<file path="src/b64enc_pkg.sv">
// Shared types and constants for the base64 stream encoder.
// Holds the port payload structs, the queued job record and the alphabet map.
// No dependencies.
`timescale 1ns / 1ps

package b64enc_pkg;

	// Number of character slots one input byte can need.
	localparam int unsigned JOB_SLOTS = 4;

	localparam logic [7:0] CHAR_PAD = 8'h3D;

	typedef struct packed {
		logic [7:0] data_byte;
		logic       is_final;
	} in_item_t;

	typedef struct packed {
		logic [7:0] symbol;
		logic       end_of_run;
		logic       end_of_message;
	} out_item_t;

	// One classified byte: up to four 6-bit groups, which slots are pads,
	// index of the last slot and the end-of-message mark.
	typedef struct packed {
		logic [JOB_SLOTS-1:0][5:0] idx;
		logic [JOB_SLOTS-1:0]      pad;
		logic [1:0]                last;
		logic                      fin;
	} job_t;

	// Map a 6-bit group to its character in the standard alphabet.
	function automatic logic [7:0] sym_char(input logic [5:0] idx);
		logic [7:0] w;
		logic [7:0] c;
		w = {2'b00, idx};
		priority if (idx < 6'd26) begin
			c = w + 8'd65;
		end else if (idx < 6'd52) begin
			c = w + 8'd71;
		end else if (idx < 6'd62) begin
			c = w - 8'd4;
		end else if (idx == 6'd62) begin
			c = 8'd43;
		end else begin
			c = 8'd47;
		end
		return c;
	endfunction

endpackage

</file>
<file path="src/b64enc_front.sv">
// Front part of the base64 stream encoder: accepts bytes, keeps the leftover
// bits and turns each byte into one job record for the queue.
// Depends on b64enc_pkg.
`timescale 1ns / 1ps

module b64enc_front (
	input  logic                 clk,
	input  logic                 arst_n,
	input  logic                 byte_valid,
	output logic                 byte_stall,
	input  b64enc_pkg::in_item_t byte_item,
	input  logic                 queue_full,
	output logic                 push,
	output b64enc_pkg::job_t     job
);

	typedef enum logic [2:0] {
		LO_NONE = 3'b001,
		LO_TWO  = 3'b010,
		LO_FOUR = 3'b100
	} lo_state_t;

	lo_state_t  lo_state_q;
	lo_state_t  lo_state_d;
	logic [3:0] lo_bits_q;
	logic [3:0] lo_bits_d;
	logic [7:0] b;
	logic       fin;

	assign b          = byte_item.data_byte;
	assign fin        = byte_item.is_final;
	assign byte_stall = queue_full;
	assign push       = byte_valid && !queue_full;

	always_comb begin
		job        = '0;
		job.fin    = fin;
		lo_bits_d  = 4'd0;
		lo_state_d = LO_NONE;
		unique case (lo_state_q)
			LO_TWO: begin
				job.idx[0] = {lo_bits_q[1:0], b[7:4]};
				if (fin) begin
					job.idx[1] = {b[3:0], 2'b00};
					job.pad    = 4'b0100;
					job.last   = 2'd2;
				end else begin
					lo_bits_d  = b[3:0];
					lo_state_d = LO_FOUR;
				end
			end
			LO_FOUR: begin
				job.idx[0] = {lo_bits_q[3:0], b[7:6]};
				job.idx[1] = b[5:0];
				job.last   = 2'd1;
			end
			default: begin
				job.idx[0] = b[7:2];
				if (fin) begin
					job.idx[1] = {b[1:0], 4'b0000};
					job.pad    = 4'b1100;
					job.last   = 2'd3;
				end else begin
					lo_bits_d  = {2'b00, b[1:0]};
					lo_state_d = LO_TWO;
				end
			end
		endcase
	end

	always_ff @(posedge clk or negedge arst_n) begin
		if (!arst_n) begin
			lo_state_q <= LO_NONE;
			lo_bits_q  <= 4'd0;
		end else if (push) begin
			lo_state_q <= lo_state_d;
			lo_bits_q  <= lo_bits_d;
		end
	end

endmodule

</file>
<file path="src/b64enc_fifo.sv">
// Short job queue between the front and back parts of the base64 encoder.
// Register array with read and write pointers and a fill count.
// Depends on b64enc_pkg.
`timescale 1ns / 1ps

module b64enc_fifo #(
	parameter int unsigned DEPTH = 2
) (
	input  logic             clk,
	input  logic             arst_n,
	input  logic             push,
	input  b64enc_pkg::job_t wr_job,
	input  logic             pop,
	output b64enc_pkg::job_t rd_job,
	output logic             full,
	output logic             empty
);

	localparam int unsigned PTR_W = (DEPTH > 1) ? $clog2(DEPTH) : 1;
	localparam int unsigned CNT_W = $clog2(DEPTH + 1);

	b64enc_pkg::job_t mem_q [DEPTH];
	logic [PTR_W-1:0] wr_ptr_q;
	logic [PTR_W-1:0] rd_ptr_q;
	logic [CNT_W-1:0] cnt_q;
	logic             do_push;
	logic             do_pop;

	assign full    = (cnt_q == CNT_W'(DEPTH));
	assign empty   = (cnt_q == '0);
	assign do_push = push && !full;
	assign do_pop  = pop && !empty;
	assign rd_job  = mem_q[rd_ptr_q];

	function automatic logic [PTR_W-1:0] ptr_inc(input logic [PTR_W-1:0] p);
		return (p == PTR_W'(DEPTH - 1)) ? '0 : p + 1'b1;
	endfunction

	always_ff @(posedge clk) begin
		if (do_push) begin
			mem_q[wr_ptr_q] <= wr_job;
		end
	end

	always_ff @(posedge clk or negedge arst_n) begin
		if (!arst_n) begin
			wr_ptr_q <= '0;
			rd_ptr_q <= '0;
			cnt_q    <= '0;
		end else begin
			if (do_push) begin
				wr_ptr_q <= ptr_inc(wr_ptr_q);
			end
			if (do_pop) begin
				rd_ptr_q <= ptr_inc(rd_ptr_q);
			end
			if (do_push && !do_pop) begin
				cnt_q <= cnt_q + 1'b1;
			end else if (do_pop && !do_push) begin
				cnt_q <= cnt_q - 1'b1;
			end
		end
	end

endmodule

</file>
<file path="src/b64enc_back.sv">
// Back part of the base64 encoder: walks the slots of the head job and puts
// one character a cycle into the output register while not stalled.
// Depends on b64enc_pkg.
`timescale 1ns / 1ps

module b64enc_back (
	input  logic                  clk,
	input  logic                  arst_n,
	input  b64enc_pkg::job_t      head_job,
	input  logic                  head_empty,
	output logic                  pop,
	output logic                  sym_valid,
	input  logic                  sym_stall,
	output b64enc_pkg::out_item_t sym_item
);

	logic [1:0]            pos_q;
	logic                  valid_q;
	b64enc_pkg::out_item_t item_q;
	logic                  load;
	logic                  at_last;
	logic [7:0]            chr;

	// Output register can take a new character when empty or being drained.
	assign load    = !head_empty && (!valid_q || !sym_stall);
	assign at_last = (pos_q == head_job.last);
	assign pop     = load && at_last;
	assign chr     = head_job.pad[pos_q] ? b64enc_pkg::CHAR_PAD
	                                     : b64enc_pkg::sym_char(head_job.idx[pos_q]);

	assign sym_valid = valid_q;
	assign sym_item  = item_q;

	always_ff @(posedge clk) begin
		if (load) begin
			item_q.symbol         <= chr;
			item_q.end_of_run     <= at_last;
			item_q.end_of_message <= at_last && head_job.fin;
		end
	end

	always_ff @(posedge clk or negedge arst_n) begin
		if (!arst_n) begin
			valid_q <= 1'b0;
			pos_q   <= 2'd0;
		end else begin
			if (load) begin
				valid_q <= 1'b1;
				pos_q   <= at_last ? 2'd0 : pos_q + 2'd1;
			end else if (!sym_stall) begin
				valid_q <= 1'b0;
			end
		end
	end

endmodule

</file>
<file path="src/base64_stream_encoder_unit.sv">
// Top level of the base64 stream encoder; instantiates b64enc_front,
// b64enc_fifo and b64enc_back. Depends on b64enc_pkg.
`timescale 1ns / 1ps

// Standard-alphabet base64 encoder for a byte stream. Each request on the
// byte channel carries one message byte and a last-of-message flag; each
// request on the symbol channel carries one ASCII character with an
// end-of-run mark (last character caused by that byte) and an
// end-of-message mark (last character of the encoded message, pads
// included). A non-final byte yields one or two characters; a final byte
// yields two to four, with '=' padding as needed, and the leftover bits then
// return to empty for the next message. The front accepts a byte in every
// cycle while the job queue has room, classifies it against the 0, 2 or 4
// leftover bits and queues one job record; the back emits one character per
// cycle through a registered output while a job waits and the output is not
// stalled. The single-character output port therefore limits throughput: a
// long message yields four characters per three bytes, and a final byte
// after a complete group yields four. When nothing stalls, a byte's first
// character passes through the job queue and then the output register.
// QUEUE_DEPTH sets how many classified bytes can wait between the two parts.
module base64_stream_encoder_unit #(
	parameter int unsigned QUEUE_DEPTH = 2
) (
	input  logic                  clk,
	input  logic                  arst_n,
	input  logic                  byte_valid,
	output logic                  byte_stall,
	input  b64enc_pkg::in_item_t  byte_item,
	output logic                  sym_valid,
	input  logic                  sym_stall,
	output b64enc_pkg::out_item_t sym_item
);

	b64enc_pkg::job_t wr_job;
	b64enc_pkg::job_t head_job;
	logic             push;
	logic             pop;
	logic             queue_full;
	logic             queue_empty;

	// Classify bytes and hold leftover bits; stall only when the queue is full.
	b64enc_front u_front (
		.clk        (clk),
		.arst_n     (arst_n),
		.byte_valid (byte_valid),
		.byte_stall (byte_stall),
		.byte_item  (byte_item),
		.queue_full (queue_full),
		.push       (push),
		.job        (wr_job)
	);

	// Decouple the two sides so each may stall on its own.
	b64enc_fifo #(
		.DEPTH (QUEUE_DEPTH)
	) u_fifo (
		.clk    (clk),
		.arst_n (arst_n),
		.push   (push),
		.wr_job (wr_job),
		.pop    (pop),
		.rd_job (head_job),
		.full   (queue_full),
		.empty  (queue_empty)
	);

	// Serialize each job into characters; drop the job after its last slot.
	b64enc_back u_back (
		.clk        (clk),
		.arst_n     (arst_n),
		.head_job   (head_job),
		.head_empty (queue_empty),
		.pop        (pop),
		.sym_valid  (sym_valid),
		.sym_stall  (sym_stall),
		.sym_item   (sym_item)
	);

endmodule
</file>
<file path="config.mk">
export PLATFORM = sky130hd
export DESIGN_NAME = base64_stream_encoder_unit
export DESIGN_NICKNAME = d
export VERILOG_FILES = /design/src/b64enc_pkg.sv /design/src/b64enc_front.sv /design/src/b64enc_fifo.sv /design/src/b64enc_back.sv /design/src/base64_stream_encoder_unit.sv
export SDC_FILE = /design/constraint.sdc
export NUM_CORES = 1
export LEC_CHECK = 0
export BUFFER_PORTS_ARGS = -buffer_cell sky130_fd_sc_hd__buf_2
export CORE_UTILIZATION = 41
export CTS_CLUSTER_DIAMETER = 30
export CTS_CLUSTER_SIZE = 30
export DETAILED_ROUTE_END_ITERATION = 10
export SYNTH_ARGS = -nofsm -noshare
export SYNTH_HDL_FRONTEND = slang
export SYNTH_SLANG_ARGS = --single-unit
export TNS_END_PERCENT = 100
</file>
<file path="constraint.sdc">
create_clock -name clk -period 4.3 [get_ports clk]
set_input_delay 0.215 -clock clk [delete_from_list [all_inputs] [get_ports clk]]
set_output_delay 0.215 -clock clk [all_outputs]
set_load 0.005 [all_outputs]
</file>
==> impl_summary.md <==
Finish
The fraction of final layout cells sized beyond drive strength 1 is between 20 and 25%. The number of antenna diodes in the final layout is 0. The most common cell after layout, fill and taps aside is edfxtp_1. The number of nets in the layout is around 270. Counting the fill cells in the layout gives 578. Compared with the post-synthesis result, the final layout area differs by 10.50%. The final core utilization is 47.41%. In the layout the commonest cells are edfxtp_1, nand2_1, buf_2. The final cell count without fillers is roughly 330.

Timing
For the pin with the worst max-slew slack, the measured transition is 1.007 ns. Setup violations remaining at the end of the flow were counted as 0. The sum of negative setup slack is 0 ns. The count of pins over their slew limit is 0. After layout, the worst path uses 68.03% of the clock period. Timing would allow up to 341.9 MHz. Subtracting the final worst setup slack from the clock period gives slightly below 3 ns. The final hold violation count is 0. The clock tree skew after final layout is between 0.015 and 0.02 ns. The headroom to the max-slew limit is 32.49%.

Setup repair after global routing left no endpoint under its margin.

Logic synthesis
By area the synthesized netlist is led by edfxtp_1, dfrtp_1, nand2_1. The number of nets in the synthesized netlist is 238. After synthesis, the share of flip-flops with an asynchronous set or reset is about a quarter. The post-synthesis instance total is 220.

The most common flop cell mapped by yosys is edfxtp_1. In this run, synthesis inferred 42 flip-flops with an integrated enable. The largest total area in the synthesized netlist belongs to edfxtp_1. Counting distinct cell types in the post-synthesis netlist gives between 50 and 60.

The mapped cell area is approximately 0.0027 mm^2. Counting flops and latches in the post-synthesis netlist gives 56. For this run, the register share of the synthesized area comes to 58.86%. The Yosys step of the flow raised 0 warnings. The mean instance size in the synthesized netlist is between 10 and 15 um^2. The portion of synthesized cell area occupied by the leading cell type is 46.03%.

Setup path
The number of cells on the worst reg-to-reg path is 8. For this design, the slowest cell found on the critical path is mux4_1. The endpoint identified for the worst register-to-register timing path is u_back.sym_item[4].

Counting buffers and inverters, the worst setup path is 8 cells deep. The largest fanout on the critical path is 12. The critical path ends at u_back.sym_item[4]. The internal reg-to-reg setup slack is 1.37 ns. The arrival time reported for the critical path endpoint is 2.97 ns. Data on the critical path is required at its endpoint by about 4.4 ns.

The type of element launching the critical path is a flip-flop. The kind of capture point of the worst setup path is a flip-flop. Walking the worst path, the cells encountered are mux4_1, nand2_1, ha_1, inv_1, and4_4, nor4bb_1, nor4_1, o32ai_1. The worst register-to-register path begins at u_fifo.rd_ptr_q. On the worst path, the slowest cell contributes a delay of 0.79 ns. Broken down by cell family, the worst path's largest delay share belongs to multiplexers. The number of buffers and inverters on the critical path is 1.

The source of the critical timing path is u_fifo.rd_ptr_q. The worst setup path is of the flip-flop to flip-flop kind.

Clock tree
The clock input transition at the sequential cells of the worst setup and hold paths is about 0.1 ns. CTS built an H-tree with a depth of 2. Once the clock tree was built, the resizer swapped 0 gates to a different size.

Buffers inserted during clock tree synthesis total 5. The CTS tree is built. The clock sink total is 56. The tree is rooted in a clkbuf_8. The clock reaches the later pin of the worst-skew pair after 0.31 ns. The maximum root-to-sink buffer count is 2. The number of setup buffers added after CTS is 0.

Run
The count of max-cap constraint violations is 0.

Floorplan
The total area inside the core boundary comes to between 0.006 and 0.007 mm^2. The total number of placement rows is 29. For this configuration, the core starts out at a cell density of 42.91%. In this run the horizontal extent of the chip is 83.75 um.

The die covers 0.007014 mm^2. The number of placed I/O pins is 25. In this run the vertical extent of the chip is 83.75 um.

GRT
Global routing used 14.48% of the available tracks. The initial antenna violation count was 0. Entering global routing, the biggest net connects 18 pins.

Summed over all layers, the global routing overflow is 0. For met3 alone, demand over resource in global routing was ~3.8%. For this run, global-route usage on met2 was measured as 23.36%. The number of global-route vias before repair is 1730. The met1 demand-to-capacity share in global routing is ~18%. The first global-routing pass estimated 7948 um of wire.

met2 is the most crowded layer.

Power and ir drop
The overall power after layout is 2.442 mW. Summed over all cells, the static leakage comes to roughly 1.2 nW. Dividing total power by cell area gives a power density of 806.5 mW/mm^2.

The largest vdd supply drop is 0.3497 mV.

Placed design
The count of input and output buffers is 24. The wire-length estimate of the detail-placed layout is 3495 um. Routability-driven placement finished with a final weighted congestion of between 0.8 and 0.9. The total instance count after detailed placement is 316.

Drt
After detailed routing, the number of remaining DRC violations is 0. The routed design has 4722 um of wire. The average via count per standard cell is 5.372. The final route contains 1746 vias. The pre-antenna-repair detailed-routing pass consisted of 4 iterations. In the final routed layout, each cell accounts on average for roughly 15 um. In this run the remaining antenna-violating nets after routing total 0.

For this block, the initial DRC count from the detailed router was 74.

Run status
The run finished with clean final reports.

Hold path
The path class of the lowest-slack min-delay path is input pin to flip-flop.
==> cells by family after synthesis <==
kind of cell             after synthesis  share of synthesized area, %
AO/OA/AOI/OAI                         37                         11.00
multiplexers                          11                         7.123
flip-flops                            56                         58.86
buffers and inverters                 19                         3.241
adder cells (fa/ha/maj)                5                         2.283
AND/OR/NAND/NOR                       82                         14.29
XOR/XNOR                              10                         3.197
==> cell usage after synthesis, drive strengths merged, types with 2 or more instances <==
master	n
a31oi	2
a32o	2
clkbuf	5
a211oi	2
a22oi	7
nor2	19
mux2i	3
o21ai	6
nor4	2
nand3	5
inv	11
nand2	30
buf	3
mux4	6
nor2b	4
mux2	2
xnor2	7
nand2b	2
xor2	3
edfxtp	42
ha	5
a21oi	5
and2	7
nor3	6
dfrtp	13
a22o	4
==> layer usage <==
layer	vias up	wire, um	share of wire (%)
met3	9	163	3.5
met2	36	2272	48
met1	836	2183	46
met5	-	0	0
li1	865	-	-
met4	0	103	2.2
==> power by group <==
group          internal [mW]  switching, mW  total, mW
sequential             0.875          0.112      0.987
combinational          0.505          0.667       1.17
clock                  0.116          0.166      0.283
==> sequential cells by signal, indices dropped and copies added, names as in the netlist <==
name and cells:
u_front.lo_bits_q 4, u_back.pos_q 2, u_back.sym_item 10, u_fifo.wr_ptr_q 1, u_front.lo_state_q 3, u_back.sym_valid 1
u_fifo.rd_ptr_q 1, u_fifo.cnt_q 2, u_fifo.mem_q 32
==> metrics by stage <==
stage / hold slack, ns / instance area (um^2) / setup slack [ns]
after floorplan: -0.08059 / 2740 / 1.789
after global placement: 0.1355 / 2932 / 1.487
after detailed placement: 0.1391 / 2932 / 1.386
after CTS: 0.1190 / 3028 / 1.357
after global routing: 0.1386 / 3028 / 1.227
final: 0.1312 / 3028 / 1.375
==> layout make-up <==
cell class                      count  area (um^2)  share of cell area (%)
Timing Repair Buffer               28        152.6                   5.041
Clock buffer                        6        72.57                   2.397
Tap cell                           77        96.34                   3.182
Clock inverter                      2        13.76                  0.4545
Inverter                           11        41.29                   1.364
Multi-Input combinational cell    145         1039                   34.30
Sequential cell                    56         1613                   53.26
==> worst register-to-register path, stage by stage, from the launching register on <==
cell      delay [ns]
dfrtp_1         0.74
mux4_1          0.80
nand2_1         0.20
ha_1            0.19
inv_1           0.06
and4_4          0.20
nor4bb_1        0.13
nor4_1          0.23
o32ai_1         0.12
==> how the worst min path moves through the flow <==
stage | endpoint | slack (ns) | depth (start not counted) | start
final | u_back.sym_valid | 0.13 | 3 | sym_stall
after global routing | u_back.sym_valid | 0.14 | 3 | sym_stall
after CTS | u_back.sym_valid | 0.12 | 3 | sym_stall
after detailed placement | u_back.pos_q[1] | 0.14 | 1 | arst_n
after global placement | u_fifo.cnt_q[1] | 0.14 | 1 | arst_n
after floorplan | u_back.pos_q[0] | -0.08 | 0 | arst_n
==> what timing repair did <==
| action | CTS | global route |
|---|---|---|
| endpoints found under the hold margin | 13 | 0 |
| hold buffers | 1 | 0 |
| endpoints found under the setup margin | 0 | 0 |
Power figures use the tool's default switching activity.
